===== src/hdl/ctre_pkg.sv =====
// ----------------------------------------------------------------------------
// Regex escaper package
// Types, codes, character constants and helper functions of the escaper.
// ----------------------------------------------------------------------------
`default_nettype none

package ctre_pkg;

   // Pattern length limit used by the option checks
   localparam logic [12:0] MAX_PATTERN = 13'd4096;

   // Register indexes on the CSR port
   localparam logic [2:0] REG_OPTION_FLAGS   = 3'd0;
   localparam logic [2:0] REG_OFFSET_VALUE   = 3'd1;
   localparam logic [2:0] REG_DEPTH_VALUE    = 3'd2;
   localparam logic [2:0] REG_DISTANCE_VALUE = 3'd3;
   localparam logic [2:0] REG_WITHIN_VALUE   = 3'd4;
   localparam logic [2:0] REG_PATTERN_LENGTH = 3'd5;

   // Option flag bit positions
   localparam int FLAG_OFFSET   = 0;
   localparam int FLAG_DEPTH    = 1;
   localparam int FLAG_DISTANCE = 2;
   localparam int FLAG_WITHIN   = 3;
   localparam int FLAG_NOCASE   = 4;

   // Result status codes
   localparam logic [1:0] ST_OK        = 2'd0;
   localparam logic [1:0] ST_BAD_COMBO = 2'd1;
   localparam logic [1:0] ST_NEG_DIST  = 2'd2;

   // Byte escape classes
   localparam logic [1:0] ESC_PASS = 2'd0;
   localparam logic [1:0] ESC_BSL  = 2'd1;
   localparam logic [1:0] ESC_HEX  = 2'd2;

   // Characters of the regex text
   localparam logic [7:0] CH_NUL    = 8'h00;
   localparam logic [7:0] CH_QUOTE  = 8'h22;
   localparam logic [7:0] CH_SLASH  = 8'h2F;
   localparam logic [7:0] CH_CARET  = 8'h5E;
   localparam logic [7:0] CH_DOT    = 8'h2E;
   localparam logic [7:0] CH_LBRACE = 8'h7B;
   localparam logic [7:0] CH_RBRACE = 8'h7D;
   localparam logic [7:0] CH_COMMA  = 8'h2C;
   localparam logic [7:0] CH_BSL    = 8'h5C;
   localparam logic [7:0] CH_X      = 8'h78;
   localparam logic [7:0] CH_S      = 8'h73;
   localparam logic [7:0] CH_I      = 8'h69;
   localparam logic [7:0] CH_R      = 8'h52;
   localparam logic [7:0] CH_A      = 8'h41;
   localparam logic [7:0] CH_ZERO   = 8'h30;

   // Job queue depth between front and back
   localparam int JOB_DEPTH = 4;
   localparam int JOB_PTR_W = $clog2(JOB_DEPTH);
   localparam int JOB_CNT_W = $clog2(JOB_DEPTH + 1);

   // Decimal digit positions, most significant first
   localparam logic [2:0] DIGIT_POS_FIRST = 3'd0;
   localparam logic [2:0] DIGIT_POS_LAST  = 3'd4;

   typedef struct packed {
      logic [7:0] content_byte;
      logic       is_final_byte;
   } ctre_req_type;

   typedef struct packed {
      logic [7:0] out_char;
      logic [1:0] status;
      logic       end_of_text;
   } ctre_rsp_type;

   typedef struct packed {
      logic [4:0]  option_flags;
      logic [15:0] offset_value;
      logic [15:0] depth_value;
      logic [15:0] distance_value;
      logic [15:0] within_value;
      logic [12:0] pattern_length;
   } ctre_cfg_type;

   // One classified pattern byte, handed from front to back
   typedef struct packed {
      logic [1:0]  err;
      logic        hdr;
      logic        caret;
      logic        range;
      logic        max_digits;
      logic [15:0] min_skip;
      logic [15:0] max_skip;
      logic [7:0]  content_byte;
      logic [1:0]  esc_class;
      logic        fin;
      logic        nocase;
      logic        relative;
   } ctre_job_type;

   typedef struct packed {
      logic [3:0]  digit;
      logic [15:0] rem;
   } ctre_digit_type;

   // Escape class of a raw byte
   function automatic logic [1:0] ctre_esc_class(input logic [7:0] b);
      logic [1:0] c;
      case (b) inside
         [8'h00:8'h1F], [8'h7F:8'hFF]: c = ESC_HEX;
         8'h24, [8'h28:8'h2E], 8'h3F, [8'h5B:8'h5E], [8'h7B:8'h7D]: c = ESC_BSL;
         default: c = ESC_PASS;
      endcase
      return c;
   endfunction

   // Uppercase hex character of a nibble
   function automatic logic [7:0] ctre_hex_char(input logic [3:0] n);
      logic [7:0] c;
      if (n < 4'd10) begin
         c = CH_ZERO + {4'd0, n};
      end else begin
         c = CH_A + {4'd0, n} - 8'd10;
      end
      return c;
   endfunction

   // One decimal digit at a given position, with the remainder below it
   function automatic ctre_digit_type ctre_digit_step(input logic [15:0] v,
                                                      input logic [2:0] pos);
      logic [16:0]    p;
      logic [16:0]    t;
      ctre_digit_type r;
      case (pos)
         3'd0:    p = 17'd10000;
         3'd1:    p = 17'd1000;
         3'd2:    p = 17'd100;
         3'd3:    p = 17'd10;
         default: p = 17'd1;
      endcase
      r.digit = 4'd0;
      r.rem   = v;
      for (int k = 1; k < 10; k++) begin
         t = 17'(p * 17'(k));
         if ({1'b0, v} >= t) begin
            r.digit = 4'(k);
            r.rem   = 16'({1'b0, v} - t);
         end
      end
      return r;
   endfunction

endpackage

`default_nettype wire


===== src/hdl/ctre_front.sv =====
// ----------------------------------------------------------------------------
// Regex escaper front end
// Accepts pattern bytes, checks options on the first byte and classifies.
// ----------------------------------------------------------------------------
`default_nettype none

module ctre_front import ctre_pkg::*; (
   input  wire logic         clock,
   input  wire logic         reset,
   input  wire ctre_cfg_type cfg,
   input  wire logic         req_push,
   input  wire ctre_req_type req_data,
   output logic              req_full,
   output logic              job_push,
   output ctre_job_type      job_data,
   input  wire logic         job_full
);

   logic        header_sent_ff, header_sent_in;
   logic        error_latched_ff, error_latched_in;
   logic        accept;
   logic [12:0] len;
   logic [14:0] len15;
   logic        f_off, f_depth, f_dist, f_within;
   logic        depth_short, within_short;
   logic [1:0]  err;
   logic [14:0] min15;
   logic        has_max;
   logic [14:0] max_base;
   logic [15:0] max_skip;

   assign req_full = job_full;
   assign accept   = req_push && !job_full;

   // Saturate the pattern length
   assign len   = (cfg.pattern_length > MAX_PATTERN) ? MAX_PATTERN : cfg.pattern_length;
   assign len15 = {2'd0, len};

   assign f_off    = cfg.option_flags[FLAG_OFFSET];
   assign f_depth  = cfg.option_flags[FLAG_DEPTH];
   assign f_dist   = cfg.option_flags[FLAG_DISTANCE];
   assign f_within = cfg.option_flags[FLAG_WITHIN];

   assign depth_short  = cfg.depth_value[15] || (cfg.depth_value[14:0] < len15);
   assign within_short = cfg.within_value[15] || (cfg.within_value[14:0] < len15);

   // Check option combination in priority order
   always_comb begin
      if (f_off && (f_dist || cfg.offset_value[15])) begin
         err = ST_BAD_COMBO;
      end else if (f_dist && cfg.distance_value[15]) begin
         err = ST_NEG_DIST;
      end else if (f_depth && (f_within || depth_short)) begin
         err = ST_BAD_COMBO;
      end else if (f_within && within_short) begin
         err = ST_BAD_COMBO;
      end else begin
         err = ST_OK;
      end
   end

   // Derive the skip window
   always_comb begin
      if (f_dist) begin
         min15 = cfg.distance_value[14:0];
      end else if (f_off) begin
         min15 = cfg.offset_value[14:0];
      end else begin
         min15 = 15'd0;
      end
      has_max = f_within || f_depth;
      if (f_within) begin
         max_base = cfg.within_value[14:0] - len15;
      end else begin
         max_base = cfg.depth_value[14:0] - len15;
      end
      if (min15 != 15'd0 && has_max) begin
         max_skip = {1'b0, max_base} + {1'b0, min15};
      end else begin
         max_skip = {1'b0, max_base};
      end
   end

   // Build the job for the back end
   always_comb begin
      job_data.err          = header_sent_ff ? ST_OK : err;
      job_data.hdr          = !header_sent_ff;
      job_data.caret        = (min15 != 15'd0) || has_max;
      job_data.range        = job_data.caret && (!has_max || max_skip != 16'd0);
      job_data.max_digits   = has_max && max_skip != 16'd0;
      job_data.min_skip     = {1'b0, min15};
      job_data.max_skip     = max_skip;
      job_data.content_byte = req_data.content_byte;
      job_data.esc_class    = ctre_esc_class(req_data.content_byte);
      job_data.fin          = req_data.is_final_byte;
      job_data.nocase       = cfg.option_flags[FLAG_NOCASE];
      job_data.relative     = f_dist || f_within;
   end

   // Drop bytes of a rejected pattern, track the header
   always_comb begin
      job_push         = 1'b0;
      header_sent_in   = header_sent_ff;
      error_latched_in = error_latched_ff;
      if (accept) begin
         if (error_latched_ff) begin
            if (req_data.is_final_byte) begin
               error_latched_in = 1'b0;
            end
         end else begin
            job_push = 1'b1;
            if (!header_sent_ff && err != ST_OK) begin
               error_latched_in = !req_data.is_final_byte;
            end else begin
               header_sent_in = !req_data.is_final_byte;
            end
         end
      end
   end

   always_ff @(posedge clock) begin
      if (reset) begin
         header_sent_ff   <= 1'b0;
         error_latched_ff <= 1'b0;
      end else begin
         header_sent_ff   <= header_sent_in;
         error_latched_ff <= error_latched_in;
      end
   end

endmodule

`default_nettype wire


===== src/hdl/ctre_job_queue.sv =====
// ----------------------------------------------------------------------------
// Regex escaper job queue
// Short queue of classified bytes between front end and back end.
// ----------------------------------------------------------------------------
`default_nettype none

module ctre_job_queue import ctre_pkg::*; (
   input  wire logic         clock,
   input  wire logic         reset,
   input  wire logic         push,
   input  wire ctre_job_type push_job,
   output logic              full,
   input  wire logic         pop,
   output ctre_job_type      head_job,
   output logic              empty
);

   ctre_job_type               entry_ff [JOB_DEPTH];
   logic [JOB_PTR_W-1:0]       wr_ptr_ff, wr_ptr_in;
   logic [JOB_PTR_W-1:0]       rd_ptr_ff, rd_ptr_in;
   logic [JOB_CNT_W-1:0]       count_ff, count_in;
   logic                       do_push, do_pop;

   assign full     = (count_ff == JOB_CNT_W'(JOB_DEPTH));
   assign empty    = (count_ff == '0);
   assign head_job = entry_ff[rd_ptr_ff];
   assign do_push  = push && !full;
   assign do_pop   = pop && !empty;

   // Advance pointers and occupancy
   always_comb begin
      wr_ptr_in = do_push ? wr_ptr_ff + 1'b1 : wr_ptr_ff;
      rd_ptr_in = do_pop ? rd_ptr_ff + 1'b1 : rd_ptr_ff;
      count_in  = count_ff;
      if (do_push && !do_pop) begin
         count_in = count_ff + 1'b1;
      end else if (do_pop && !do_push) begin
         count_in = count_ff - 1'b1;
      end
   end

   always_ff @(posedge clock) begin
      if (reset) begin
         wr_ptr_ff <= '0;
         rd_ptr_ff <= '0;
         count_ff  <= '0;
      end else begin
         wr_ptr_ff <= wr_ptr_in;
         rd_ptr_ff <= rd_ptr_in;
         count_ff  <= count_in;
      end
   end

   // Store the incoming job
   always_ff @(posedge clock) begin
      if (do_push) begin
         entry_ff[wr_ptr_ff] <= push_job;
      end
   end

endmodule

`default_nettype wire


===== src/hdl/ctre_back.sv =====
// ----------------------------------------------------------------------------
// Regex escaper back end
// Sequences the characters of each job into a two-entry result queue.
// ----------------------------------------------------------------------------
`default_nettype none

module ctre_back import ctre_pkg::*; (
   input  wire logic         clock,
   input  wire logic         reset,
   input  wire ctre_job_type head_job,
   input  wire logic         job_empty,
   output logic              job_pop,
   output logic              rsp_empty,
   output ctre_rsp_type      rsp_data,
   input  wire logic         rsp_pop
);

   localparam logic [4:0] S_IDLE    = 5'd0;
   localparam logic [4:0] S_ERR     = 5'd1;
   localparam logic [4:0] S_HQUOTE  = 5'd2;
   localparam logic [4:0] S_HSLASH  = 5'd3;
   localparam logic [4:0] S_CARET   = 5'd4;
   localparam logic [4:0] S_DOT     = 5'd5;
   localparam logic [4:0] S_LBRACE  = 5'd6;
   localparam logic [4:0] S_MIN     = 5'd7;
   localparam logic [4:0] S_COMMA   = 5'd8;
   localparam logic [4:0] S_MAX     = 5'd9;
   localparam logic [4:0] S_RBRACE  = 5'd10;
   localparam logic [4:0] S_BSL     = 5'd11;
   localparam logic [4:0] S_HEXX    = 5'd12;
   localparam logic [4:0] S_HEXHI   = 5'd13;
   localparam logic [4:0] S_HEXLO   = 5'd14;
   localparam logic [4:0] S_BYTE    = 5'd15;
   localparam logic [4:0] S_TSLASH  = 5'd16;
   localparam logic [4:0] S_TS      = 5'd17;
   localparam logic [4:0] S_TI      = 5'd18;
   localparam logic [4:0] S_TR      = 5'd19;
   localparam logic [4:0] S_TQUOTE  = 5'd20;

   logic [4:0]     state_ff, state_in, state_next;
   ctre_job_type   job_ff, job_in;
   logic [15:0]    dv_ff, dv_in;
   logic [2:0]     pos_ff, pos_in;
   logic           started_ff, started_in;
   ctre_digit_type dstep;
   logic           in_digits, digit_last;
   logic           out_space, adv;
   logic           emit;
   ctre_rsp_type   emit_data;

   ctre_rsp_type   out_ff [2];
   logic           out_wr_ff, out_rd_ff;
   logic [1:0]     out_cnt_ff, out_cnt_in;
   logic           out_pop;

   // First state of the body of a job
   function automatic logic [4:0] body_first(input ctre_job_type j);
      return (j.esc_class == ESC_PASS) ? S_BYTE : S_BSL;
   endfunction

   // First state of a job
   function automatic logic [4:0] job_first(input ctre_job_type j);
      logic [4:0] s;
      if (j.err != ST_OK) begin
         s = S_ERR;
      end else if (j.hdr) begin
         s = S_HQUOTE;
      end else begin
         s = body_first(j);
      end
      return s;
   endfunction

   assign out_space  = (out_cnt_ff != 2'd2);
   assign adv        = (state_ff != S_IDLE) && out_space;
   assign in_digits  = (state_ff == S_MIN) || (state_ff == S_MAX);
   assign digit_last = (pos_ff == DIGIT_POS_LAST);
   assign dstep      = ctre_digit_step(dv_ff, pos_ff);

   // Step to the next character of the job
   always_comb begin
      case (state_ff)
         S_ERR:    state_next = S_IDLE;
         S_HQUOTE: state_next = S_HSLASH;
         S_HSLASH: state_next = job_ff.caret ? S_CARET : body_first(job_ff);
         S_CARET:  state_next = job_ff.range ? S_DOT : body_first(job_ff);
         S_DOT:    state_next = S_LBRACE;
         S_LBRACE: state_next = S_MIN;
         S_MIN:    state_next = digit_last ? S_COMMA : S_MIN;
         S_COMMA:  state_next = job_ff.max_digits ? S_MAX : S_RBRACE;
         S_MAX:    state_next = digit_last ? S_RBRACE : S_MAX;
         S_RBRACE: state_next = body_first(job_ff);
         S_BSL:    state_next = (job_ff.esc_class == ESC_BSL) ? S_BYTE : S_HEXX;
         S_HEXX:   state_next = S_HEXHI;
         S_HEXHI:  state_next = S_HEXLO;
         S_HEXLO:  state_next = job_ff.fin ? S_TSLASH : S_IDLE;
         S_BYTE:   state_next = job_ff.fin ? S_TSLASH : S_IDLE;
         S_TSLASH: state_next = S_TS;
         S_TS: begin
            if (job_ff.nocase) begin
               state_next = S_TI;
            end else begin
               state_next = job_ff.relative ? S_TR : S_TQUOTE;
            end
         end
         S_TI:     state_next = job_ff.relative ? S_TR : S_TQUOTE;
         S_TR:     state_next = S_TQUOTE;
         S_TQUOTE: state_next = S_IDLE;
         default:  state_next = S_IDLE;
      endcase
   end

   // Pick the character of the current state
   always_comb begin
      emit_data.status      = ST_OK;
      emit_data.end_of_text = 1'b0;
      case (state_ff)
         S_ERR: begin
            emit_data.out_char    = CH_NUL;
            emit_data.status      = job_ff.err;
            emit_data.end_of_text = 1'b1;
         end
         S_HQUOTE: emit_data.out_char = CH_QUOTE;
         S_HSLASH: emit_data.out_char = CH_SLASH;
         S_CARET:  emit_data.out_char = CH_CARET;
         S_DOT:    emit_data.out_char = CH_DOT;
         S_LBRACE: emit_data.out_char = CH_LBRACE;
         S_MIN:    emit_data.out_char = CH_ZERO + {4'd0, dstep.digit};
         S_COMMA:  emit_data.out_char = CH_COMMA;
         S_MAX:    emit_data.out_char = CH_ZERO + {4'd0, dstep.digit};
         S_RBRACE: emit_data.out_char = CH_RBRACE;
         S_BSL:    emit_data.out_char = CH_BSL;
         S_HEXX:   emit_data.out_char = CH_X;
         S_HEXHI:  emit_data.out_char = ctre_hex_char(job_ff.content_byte[7:4]);
         S_HEXLO:  emit_data.out_char = ctre_hex_char(job_ff.content_byte[3:0]);
         S_BYTE:   emit_data.out_char = job_ff.content_byte;
         S_TSLASH: emit_data.out_char = CH_SLASH;
         S_TS:     emit_data.out_char = CH_S;
         S_TI:     emit_data.out_char = CH_I;
         S_TR:     emit_data.out_char = CH_R;
         S_TQUOTE: begin
            emit_data.out_char    = CH_QUOTE;
            emit_data.end_of_text = 1'b1;
         end
         default:  emit_data.out_char = CH_NUL;
      endcase
   end

   // Drop leading zeros of a decimal number, keep the last digit
   assign emit = adv && (!in_digits || started_ff || dstep.digit != 4'd0 || digit_last);

   // Advance the sequencer, take the next job as the current one ends
   always_comb begin
      state_in   = state_ff;
      job_in     = job_ff;
      job_pop    = 1'b0;
      dv_in      = dv_ff;
      pos_in     = pos_ff;
      started_in = started_ff;
      if (state_ff == S_IDLE) begin
         if (!job_empty) begin
            job_pop  = 1'b1;
            job_in   = head_job;
            state_in = job_first(head_job);
         end
      end else if (adv) begin
         if (state_next == S_IDLE && !job_empty) begin
            job_pop  = 1'b1;
            job_in   = head_job;
            state_in = job_first(head_job);
         end else begin
            state_in = state_next;
         end
         if (in_digits && !digit_last) begin
            pos_in     = pos_ff + 3'd1;
            dv_in      = dstep.rem;
            started_in = started_ff || (dstep.digit != 4'd0);
         end else if (state_next == S_MIN && state_ff != S_MIN) begin
            dv_in      = job_ff.min_skip;
            pos_in     = DIGIT_POS_FIRST;
            started_in = 1'b0;
         end else if (state_next == S_MAX && state_ff != S_MAX) begin
            dv_in      = job_ff.max_skip;
            pos_in     = DIGIT_POS_FIRST;
            started_in = 1'b0;
         end
      end
   end

   always_ff @(posedge clock) begin
      if (reset) begin
         state_ff <= S_IDLE;
      end else begin
         state_ff <= state_in;
      end
   end

   always_ff @(posedge clock) begin
      job_ff     <= job_in;
      dv_ff      <= dv_in;
      pos_ff     <= pos_in;
      started_ff <= started_in;
   end

   // Result queue toward the consumer
   assign rsp_empty = (out_cnt_ff == 2'd0);
   assign rsp_data  = out_ff[out_rd_ff];
   assign out_pop   = rsp_pop && !rsp_empty;

   always_comb begin
      out_cnt_in = out_cnt_ff;
      if (emit && !out_pop) begin
         out_cnt_in = out_cnt_ff + 2'd1;
      end else if (out_pop && !emit) begin
         out_cnt_in = out_cnt_ff - 2'd1;
      end
   end

   always_ff @(posedge clock) begin
      if (reset) begin
         out_cnt_ff <= 2'd0;
         out_wr_ff  <= 1'b0;
         out_rd_ff  <= 1'b0;
      end else begin
         out_cnt_ff <= out_cnt_in;
         out_wr_ff  <= emit ? !out_wr_ff : out_wr_ff;
         out_rd_ff  <= out_pop ? !out_rd_ff : out_rd_ff;
      end
   end

   always_ff @(posedge clock) begin
      if (emit) begin
         out_ff[out_wr_ff] <= emit_data;
      end
   end

endmodule

`default_nettype wire


===== src/hdl/content_to_regex_escaper.sv =====
// ----------------------------------------------------------------------------
// Content to regex escaper
// Turns pattern bytes into the characters of a quoted regex string.
// ----------------------------------------------------------------------------
//
//   Port group   Direction  Handshake                       Carries
//   req_*        in         push, full                      ctre_req_type
//   rsp_*        out        empty, pop                      ctre_rsp_type
//   csr_*        in/out     psel, penable, pwrite, pready   option registers
//
// The back end emits one character per cycle, but for dropped leading zeros,
// while the result queue has room. A byte passes through, gets a backslash or
// becomes a hex escape. A pattern's first byte adds a header (each decimal
// number takes 5 digit steps), its last a trailer; an error yields one result.
// A 4-deep job queue lets the front end keep accepting while the back end
// stalls on a full 2-entry result queue. Reset empties both queues and idles.
// ----------------------------------------------------------------------------
`default_nettype none

module content_to_regex_escaper import ctre_pkg::*; (
   input  wire logic         clock,
   input  wire logic         reset,
   input  wire logic         req_push,
   input  wire ctre_req_type req_data,
   output logic              req_full,
   output logic              rsp_empty,
   output ctre_rsp_type      rsp_data,
   input  wire logic         rsp_pop,
   input  wire logic         csr_psel,
   input  wire logic         csr_penable,
   input  wire logic         csr_pwrite,
   input  wire logic [4:0]   csr_paddr,
   input  wire logic [31:0]  csr_pwdata,
   output logic [31:0]       csr_prdata,
   output logic              csr_pready
);

   ctre_cfg_type cfg_ff, cfg_in;
   logic         csr_write;
   logic [2:0]   reg_index;
   logic         job_push, job_full, job_pop, job_empty;
   ctre_job_type job_data, head_job;

   assign csr_pready = 1'b1;
   assign csr_write  = csr_psel && csr_penable && csr_pwrite;
   assign reg_index  = csr_paddr[4:2];

   // Write the addressed register
   always_comb begin
      cfg_in = cfg_ff;
      if (csr_write) begin
         case (reg_index)
            REG_OPTION_FLAGS:   cfg_in.option_flags   = csr_pwdata[4:0];
            REG_OFFSET_VALUE:   cfg_in.offset_value   = csr_pwdata[15:0];
            REG_DEPTH_VALUE:    cfg_in.depth_value    = csr_pwdata[15:0];
            REG_DISTANCE_VALUE: cfg_in.distance_value = csr_pwdata[15:0];
            REG_WITHIN_VALUE:   cfg_in.within_value   = csr_pwdata[15:0];
            REG_PATTERN_LENGTH: cfg_in.pattern_length = csr_pwdata[12:0];
            default:            cfg_in = cfg_ff;
         endcase
      end
   end

   always_ff @(posedge clock) begin
      if (reset) begin
         cfg_ff.option_flags   <= 5'd0;
         cfg_ff.offset_value   <= 16'hFFFF;
         cfg_ff.depth_value    <= 16'hFFFF;
         cfg_ff.distance_value <= 16'hFFFF;
         cfg_ff.within_value   <= 16'hFFFF;
         cfg_ff.pattern_length <= 13'd1;
      end else begin
         cfg_ff <= cfg_in;
      end
   end

   // Read back the addressed register
   always_comb begin
      case (reg_index)
         REG_OPTION_FLAGS:   csr_prdata = {27'd0, cfg_ff.option_flags};
         REG_OFFSET_VALUE:   csr_prdata = {16'd0, cfg_ff.offset_value};
         REG_DEPTH_VALUE:    csr_prdata = {16'd0, cfg_ff.depth_value};
         REG_DISTANCE_VALUE: csr_prdata = {16'd0, cfg_ff.distance_value};
         REG_WITHIN_VALUE:   csr_prdata = {16'd0, cfg_ff.within_value};
         REG_PATTERN_LENGTH: csr_prdata = {19'd0, cfg_ff.pattern_length};
         default:            csr_prdata = 32'd0;
      endcase
   end

   ctre_front u_front (
      .clock    (clock),
      .reset    (reset),
      .cfg      (cfg_ff),
      .req_push (req_push),
      .req_data (req_data),
      .req_full (req_full),
      .job_push (job_push),
      .job_data (job_data),
      .job_full (job_full)
   );

   ctre_job_queue u_job_queue (
      .clock    (clock),
      .reset    (reset),
      .push     (job_push),
      .push_job (job_data),
      .full     (job_full),
      .pop      (job_pop),
      .head_job (head_job),
      .empty    (job_empty)
   );

   ctre_back u_back (
      .clock     (clock),
      .reset     (reset),
      .head_job  (head_job),
      .job_empty (job_empty),
      .job_pop   (job_pop),
      .rsp_empty (rsp_empty),
      .rsp_data  (rsp_data),
      .rsp_pop   (rsp_pop)
   );

endmodule

`default_nettype wire


===== config.mk =====
export PLATFORM = sky130hd
export DESIGN_NAME = content_to_regex_escaper
export DESIGN_NICKNAME = d
export VERILOG_FILES = /design/src/hdl/ctre_pkg.sv /design/src/hdl/ctre_front.sv /design/src/hdl/ctre_job_queue.sv /design/src/hdl/ctre_back.sv /design/src/hdl/content_to_regex_escaper.sv
export SDC_FILE = /design/constraint.sdc
export NUM_CORES = 1
export LEC_CHECK = 0
export ABC_AREA = 1
export BUFFER_PORTS_ARGS = -buffer_cell sky130_fd_sc_hd__buf_2
export CAP_MARGIN = 20
export CORE_UTILIZATION = 35
export CTS_BUF_LIST = sky130_fd_sc_hd__clkbuf_16
export CTS_CLUSTER_SIZE = 16
export DETAILED_ROUTE_END_ITERATION = 7
export GPL_TIMING_DRIVEN = 0
export SYNTH_ARGS = -nofsm -noshare
export SYNTH_HDL_FRONTEND = slang
export SYNTH_SLANG_ARGS = --single-unit

===== constraint.sdc =====
create_clock -name clock -period 8.5 [get_ports clock]
set_input_delay 0.425 -clock clock [delete_from_list [all_inputs] [get_ports clock]]
set_output_delay 0.425 -clock clock [all_outputs]
set_load 0.005 [all_outputs]

==> impl_results.rst, run 1 <==
.. list-table::
   :header-rows: 1

   * - Metric
     - Value
   * - Run status
     - complete, but fails checks
   * - Violations in the final reports
     - DRC
   * - Peak clock frequency supported by timing
     - 0.1268 GHz
   * - YS warnings
     - 0
   * - Synthesized area divided by synthesized cell count
     - 7.632 sq um
   * - Hold crit path type
     - input port to register
   * - Depth of the worst register-to-register path
     - 28
   * - Switching part of the total
     - 39.52%
   * - Total global routing track utilization
     - 23.17%
   * - Placed standard-cell area
     - 29,950 sq um
   * - Critical path data required time
     - 8.70 ns
   * - Sink Count
     - 394
   * - Start-to-end type of the worst setup path
     - register to register
   * - Count of buffers inserted at the top-level ports
     - 62
   * - Worst reg2reg startpoint
     - u_back.pos_ff[0]
   * - Cell area power density
     - 242.0 nW/um^2
   * - Cell area after synthesis
     - 28,060 sq um
   * - Fraction of layout instances using a drive strength above 1
     - 7.392%
   * - Sum of overflow across all layers after global routing
     - 0
   * - Clock root buffer
     - clkbuf_16
   * - Number of enable flip-flop cells after synthesis
     - 291
   * - Starting density of the core
     - 35.47%
   * - Number of buffers created by CTS
     - 42
   * - Static leakage
     - 13.59 nW
   * - Area of all placed cells without fillers
     - 31,410 sq um
   * - Number of rows created at floorplan
     - 103
   * - Share of async-settable or async-resettable flops after synthesis
     - 0%
   * - Final max-slew violation count
     - 0
   * - DIE AREA
     - 81,320 sq um
   * - Kind of launch point of the worst setup path
     - register
   * - Total via count in the routed design
     - 26,238
   * - Fraction of the cycle the final worst path needs
     - 92.79%
   * - Library cell with the largest summed area after synthesis
     - edfxtp_1
   * - Number of gates given a new drive strength after cts
     - 0
   * - Die Height
     - 285.2 microns
   * - Placeable core area
     - 79,130 sq um
   * - Commonest cells in the synthesized netlist
     - nand2_1, nor2_1, inv_1
   * - Peak VDD IR
     - 0.1775 mV
   * - Worst reg2reg path endpoint
     - u_back.out_ff[0][0]
   * - Relative area change from synthesis to final layout
     - 11.93%
   * - Sequential cell area fraction in the yosys report
     - 38.49%
   * - Fin crit period
     - 7.887 ns
   * - Post-layout net count
     - 4,069
   * - Maximum number of pins on one net before global-route repair
     - 53
   * - Seq cells post-synth
     - 394
   * - Iteration count of the initial detailed-routing pass
     - 8
   * - Via count of the first global-routing pass
     - 24,303
   * - Most used standard cell by instance count after synthesis
     - nand2_1
   * - Slowest-stage cell, CP
     - nor2_1
   * - Int Pwr
     - 0.004598 W
   * - Number of antenna repair diodes
     - 0
   * - Worst-case register-to-register setup slack
     - 0.61 ns
   * - Cell with the most instances on the worst path
     - ha_1
   * - Setup bufs post-CTS
     - 0
   * - Top-area cell type share of the netlist area
     - 31.14%
   * - Number of distinct library cells after synthesis
     - 64
   * - Stage delay of the slowest cell on the critical path
     - 0.70 ns
   * - Worst-path fanout max
     - 14
   * - Final Hold Vio Count
     - 0
   * - RSZ-0062 raised after global routing
     - no
   * - Final Hold Slack
     - 0.09357 ns
   * - Number of maximum-capacitance constraint violations
     - 0
   * - Predominant post-synthesis flop cell
     - edfxtp_1
   * - Worst Skew
     - 0.01491 ns
   * - Worst setup path end
     - u_back.out_ff[0][0]
   * - Width of the chip
     - 285.2 microns
   * - CTS tree
     - built
   * - Startpoint of the most critical setup path
     - u_back.pos_ff[0]
   * - DRT iter0 DRCs
     - 2,420
   * - Headroom to the max-slew limit
     - 36.17%
   * - # H-tree levels
     - 2
   * - Wire length of the first global-routing pass
     - 144,900 microns
   * - Endpoint kind of the worst setup timing path
     - register
   * - Clk pwr share
     - 25.2%
   * - Gate count of the mapped netlist
     - 3,677
   * - Total net switching power
     - 0.003005 W
   * - DRC violations left
     - 2
   * - Routability congestion estimate
     - 1.003
   * - HPWL after DPL
     - 74,700 microns
   * - Setup total negative slack
     - 0 ns
   * - Hold_buf cts
     - 0
   * - Clock-pin slew of the registers on the worst-case setup and hold paths
     - 0.07 ns
   * - Slew of the pin with the lowest slew margin
     - 0.9575 ns
   * - Number of vias per cell
     - 5.363
   * - Sequential fraction of design power
     - 36.2%
   * - Post-route antenna net violation count
     - 0
   * - Relative contribution of combinational cells to total power
     - 38.6%
   * - Per-cell routed wire length
     - 19.74 microns
   * - Worst endpoint data arrival time
     - 8.08 ns
   * - Number of top-level design ports
     - 99
   * - Routed wire length
     - 96,570 microns
   * - Final setup violation count
     - 0
   * - Maximum count of clock buffers along a single path
     - 3
   * - Clock latency on the worst-skew pair
     - 0.58 ns
   * - Initial antenna violation count
     - 1
   * - Biggest area contributors in the synthesized netlist
     - edfxtp_1, nand2_1, ha_1
worst max-delay path: cells and delay by family (launching register included):
kind,cells,cell delay (ns)
compound gates,7,1.15
flops,1,0.47
xor+xnor,1,0.15
buf+inv,4,0.93
simple gates,11,3.30
fa+ha+maj,5,1.49
through the flow:
step                      setup WS (ns)  std cells  power, W  utilization [%]
after floorplan                   2.294       3694  0.004638                -
after global placement       -0.0004556       4806  0.005634            37.60
after detailed placement         0.4324       4813  0.005659            37.85
after CTS                        0.4092       4890  0.007576            39.65
after global routing            0.04324       4892  0.008033            39.70
final                            0.6132       4892  0.007603            39.70
kinds of logic after synthesis:
group	Yosys count	share of synthesized area, %
xor+xnor	121	3.776
simple gates	1710	25.47
compound gates	737	14.77
mux	12	0.4771
flops	394	38.49
fa+ha+maj	207	9.684
other cells	2	0.02676
buf+inv	494	7.312
metal layers:
layer  up-vias  GRT usage [%]  share of wire, %
li1      12739              -                 -
met1     12192          29.93                42
met2      1066          38.49                46
met3       239          3.520               7.5
met4         2          9.666               4.7
met5         -              0             0.013
cell usage in the layout (no fill, tap or decap), drive strengths merged, types with 15 or more instances in the layout:
| cell type | n |
|---|---|
| conb | 19 |
| nor3 | 41 |
| clkbuf | 108 |
| ha | 190 |
| o211ai | 18 |
| buf | 131 |
| o22ai | 50 |
| a21oi | 274 |
| nand4 | 40 |
| fa | 17 |
| xnor2 | 43 |
| or2 | 15 |
| nor2 | 396 |
| edfxtp | 291 |
| o2111ai | 16 |
| nand2 | 941 |
| o21ai | 281 |
| clkinv | 19 |
| dfxtp | 103 |
| xor2 | 78 |
| nand3 | 240 |
| inv | 374 |
| a31oi | 23 |
flip-flops by register name, summed over array words and instances, names as in the netlist, 3 cells and up, named ones only:
| name | count |
|---|---|
| u_job_queue.count_ff | 3 |
| u_back.job_ff | 49 |
| cfg_ff | 82 |
| u_job_queue.entry_ff | 200 |
| u_back.out_ff | 22 |
| u_back.state_ff | 5 |
| u_back.dv_ff | 16 |
| u_back.pos_ff | 3 |
layout make-up:
cell class / count / area [sq um]
multi-input cells: 2806 / 15320
inverters: 368 / 1386
plain buffers: 126 / 665.6
clock inverters: 35 / 376.6
clock buffers: 42 / 1051
well taps: 1050 / 1314
flip-flops and latches: 394 / 10800
repair buffers: 71 / 498.0
fillers: 8258 / 47720
worst min-delay path by stage:
| stage | start | endpoint | slack (ns) | cells past startpoint |
|---|---|---|---|---|
| after floorplan | u_job_queue.rd_ptr_ff[1] | register | 0.44 | 2 |
| after global placement | u_job_queue.rd_ptr_ff[1] | register | 0.45 | 2 |
| after detailed placement | u_back.out_rd_ff | u_back.out_rd_ff | 0.47 | 2 |
| after CTS | req_data[0] | u_job_queue.entry_ff[0][2] | 0.07 | 1 |
| after global routing | req_data[0] | u_job_queue.entry_ff[3][2] | 0.09 | 1 |
| final | req_data[0] | u_job_queue.entry_ff[2][2] | 0.09 | 1 |
power groups by stage:
stage / clock network, W / registers [W] / logic (W)
detailed placement: 0 / 0.00280 / 0.00286
finish: 0.00192 / 0.00275 / 0.00293
global route: 0.00201 / 0.00278 / 0.00324
global placement: 0 / 0.00281 / 0.00282
floorplan: 0 / 0.00271 / 0.00192
CTS: 0.00194 / 0.00276 / 0.00287
No activity file was read; power rests on OpenSTA's default activity.
==> run 2, diff against run 1 <==
- SYNTH_HIERARCHICAL: default -> 1
==> run 2 against run 1 <==
Compared with the run above:
- the run now ends clean
- critical path type unchanged
- sequential share of layout area is 0.87 points lower
- combinational power is 42% higher
- core utilization is 0.088 points lower
- highest routed layer is now met4
- non-clock buffer count is 16 higher
- via count is 3.1% higher
- synthesized cell count is 5.6% higher
- flip-flop and latch count is 5 higher
- clock skew is 0.0070 ns higher
- clock power is 3% lower
- critical path depth is 10 higher
==> impl_results.rst, run 2 <==
.. list-table::
   :header-rows: 1

   * - Metric
     - Value
   * - Run status
     - complete, no violations
   * - Placeable core area
     - 82,500 sq um (+4.3%)
   * - Routability congestion estimate
     - 1.023 (+2.0%)
   * - Biggest area contributors in the synthesized netlist
     - edfxtp_1, nand2_1, ha_1
   * - Endpoint kind of the worst setup timing path
     - register
   * - Clock-pin slew of the registers on the worst-case setup and hold paths
     - 0.06 ns (about the same)
   * - Maximum count of clock buffers along a single path
     - 3 (unchanged)
   * - Fraction of the cycle the final worst path needs
     - 93.62% (+0.83 points)
   * - Fillers
     - 8,586 (+4.0%)
   * - Gate family responsible for the most delay along the worst path
     - simple AND/OR/NAND/NOR gates
   * - Static leakage
     - 14.68 nW (+8.0%)
   * - Commonest cells in the synthesized netlist
     - nand2_1, nor2_1, inv_1
   * - Final setup violation count
     - 0 (unchanged)
   * - Routed wire length
     - 97,100 microns (+0.55%)
   * - Clock latency on the worst-skew pair
     - 0.59 ns (about the same)
   * - Final Hold Slack
     - 0.1548 ns (+0.06124 ns)
   * - Top Registers
     - u_job_queue/entry_ff: 204 flops, cfg_ff: 82 flops, u_back/job_ff: 50 flops
   * - Starting density of the core
     - 35.56% (+0.094 points)
   * - YS warnings
     - 6 (+6)
   * - Count of buffers inserted at the top-level ports
     - 63 (+1.6%)
   * - Cell with the most instances on the worst path
     - a21oi_1
   * - Total via count in the routed design
     - 27,040 (+3.1%)
   * - Clock root buffer
     - clkbuf_16
   * - Post-layout net count
     - 4,279 (+5.2%)
   * - Cell area power density
     - 270.3 nW/um^2 (+12%)
   * - # H-tree levels
     - 2 (unchanged)
   * - Seq cells post-synth
     - 399 (+1.3%)
   * - Relative area change from synthesis to final layout
     - 11.38%
   * - Maximum number of pins on one net before global-route repair
     - 33 (-38%)
   * - Gate count of the mapped netlist
     - 3,884 (+5.6%)
   * - Per-cell routed wire length
     - 18.96 microns (-3.9%)
   * - Worst-case register-to-register setup slack
     - 0.54 ns (-0.07 ns)
   * - Initial antenna violation count
     - 1 (unchanged)
   * - DIE AREA
     - 84,980 sq um (+4.5%)
   * - Total global routing track utilization
     - 22.44% (-0.73 points)
   * - Cell area after synthesis
     - 29,340 sq um (+4.5%)
   * - Worst-path fanout max
     - 10 (-4)
   * - Slowest-stage cell, CP
     - ha_2
   * - RSZ-0062 raised after global routing
     - no
   * - Number of rows created at floorplan
     - 105 (+1.9%)
   * - Die Height
     - 291.5 microns (+2.2%)
   * - Number of maximum-capacitance constraint violations
     - 0 (unchanged)
   * - Sum of overflow across all layers after global routing
     - 0 (unchanged)
   * - Width of the chip
     - 291.5 microns (+2.2%)
   * - Post-route antenna net violation count
     - 0 (unchanged)
   * - Critical path data required time
     - 8.96 ns (+0.26 ns)
   * - Slew of the pin with the lowest slew margin
     - 1.052 ns (+0.09456 ns)
   * - Peak VDD IR
     - 0.1534 mV (-14%)
   * - DRC violations left
     - 0 (-2)
   * - Via count of the first global-routing pass
     - 25,185 (+3.6%)
   * - Sink Count
     - 399 (+1.3%)
   * - Most used standard cell by instance count after synthesis
     - nand2_1
   * - Sequential cell area fraction in the yosys report
     - 37.33% (-1.2 points)
   * - Fraction of layout instances using a drive strength above 1
     - 9.825% (+2.4 points)
   * - Library cell with the largest summed area after synthesis
     - edfxtp_1
   * - Hold crit path type
     - input port to register
   * - DRT iter0 DRCs
     - 2,428 (+0.33%)
   * - Top-area cell type share of the netlist area
     - 30.30% (-0.84 points)
   * - Worst Setup Slack post-DPL
     - -1.162 ns (-1.595 ns)
   * - Fin crit period
     - 7.957 ns (+0.07060 ns)
   * - Number of vias per cell
     - 5.280 (-1.6%)
   * - Worst endpoint data arrival time
     - 8.42 ns (+0.34 ns)
   * - Final Hold Vio Count
     - 0 (unchanged)
   * - Predominant post-synthesis flop cell
     - edfxtp_1
   * - Number of antenna repair diodes
     - 0 (unchanged)
   * - Largest Register
     - u_job_queue/entry_ff
   * - Setup total negative slack
     - 0 ns (unchanged)
   * - Stage delay of the slowest cell on the critical path
     - 0.41 ns (-0.29 ns)
   * - Commonest non-fill, non-tap cell in the layout
     - nand2_1
   * - Worst Skew
     - 0.02192 ns (+0.007006 ns)
   * - Start-to-end type of the worst setup path
     - register to register
   * - Commonest non-fill, non-tap cells in the layout
     - nand2_1, nor2_1, inv_1
   * - Number of buffers created by CTS
     - 43 (+2.4%)
   * - Number of distinct library cells after synthesis
     - 67 (+4.7%)
   * - Peak clock frequency supported by timing
     - 0.1257 GHz (-0.89%)
   * - Iteration count of the initial detailed-routing pass
     - 5 (-3)
   * - Wire length of the first global-routing pass
     - 148,000 microns (+2.1%)
   * - CTS tree
     - built
   * - Share of async-settable or async-resettable flops after synthesis
     - 0% (unchanged)
   * - Total buffers and inverters traversed by the critical path
     - 4 (unchanged)
   * - Flip-flop count of the largest register, all copies and words added
     - 204 (+2.0%)
   * - Number of enable flip-flop cells after synthesis
     - 296 (+1.7%)
   * - Final max-slew violation count
     - 0 (unchanged)
   * - HPWL after DPL
     - 75,310 microns (+0.82%)
   * - Final worst slack
     - 0.5426 ns (-0.07060 ns)
   * - Number of top-level design ports
     - 99 (unchanged)
   * - Synthesized area divided by synthesized cell count
     - 7.554 sq um (-1.0%)
   * - Headroom to the max-slew limit
     - 29.12% (-7.0 points)
   * - Kind of launch point of the worst setup path
     - register
-- run 2: timing repair --
action	4_1_cts	5_1_grt
hold buffers	0	0
gates cloned	0	0
gates resized for setup	4	5
pin swaps	0	1
setup buffers	0	1
setup endpoints to repair	64	24
-- run 2: final timing paths --
path,cells past startpoint,startpoint,endpoint
hold / removal,2,req_data[0],u_job_queue/entry_ff[0][2]
setup reg to reg,38,u_back/pos_ff[0],u_back/out_cnt_ff[1]
setup / recovery,38,u_back/pos_ff[0],u_back/out_cnt_ff[1]
hold reg to reg,2,u_front/error_latched_ff,u_front/error_latched_ff
-- run 2: area by class of cell --
class | count | area, sq um | area share (%)
clock inverter | 37 | 324.1 | 0.9917
multi-input combinational | 2938 | 16000 | 48.95
timing repair buffer | 71 | 470.5 | 1.440
inverter | 421 | 1589 | 4.863
clock buffer | 43 | 1076 | 3.293
buffer | 142 | 933.4 | 2.856
sequential | 399 | 10950 | 33.51
tap | 1070 | 1339 | 4.097
-- run 2: through the flow --
stage | util (%) | cell area [sq um] | std cells | power (W)
floorplan | - | 29400 | 3900 | 0.005610
global route | 39.61 | 32680 | 5121 | 0.009366
CTS | 39.58 | 32650 | 5120 | 0.008785
global placement | 37.64 | 31050 | 5033 | 0.006887
detailed placement | 37.87 | 31240 | 5040 | 0.006895
finish | 39.61 | 32680 | 5121 | 0.008831
-- run 2: power by group --
group          total [W]  switching (W)  internal (W)
Combinational    0.00417        0.00280       0.00137
Clock            0.00187       0.000815       0.00106
Sequential       0.00279       0.000214       0.00258
-- run 2: kinds of logic after synthesis --
group / count (synthesis) / share of synthesized area (%)
buffers and inverters: 563 / 8.585
other: 5 / 0.06398
flip-flops: 399 / 37.33
XOR/XNOR: 117 / 3.493
AND/OR/NAND/NOR: 1946 / 28.47
adder cells (fa/ha/maj): 210 / 9.417
multiplexers: 13 / 0.4905
AO/OA/AOI/OAI: 631 / 12.15
-- run 2: routing by layer --
| layer | track usage (%) | wire length [microns] | up-vias |
|---|---|---|---|
| met5 | 0 | 0 | - |
| met4 | 8.434 | 3855 | 0 |
| met3 | 2.153 | 6347 | 183 |
| met2 | 37.24 | 44620 | 1017 |
| met1 | 30.11 | 42280 | 12558 |
| li1 | - | - | 13282 |
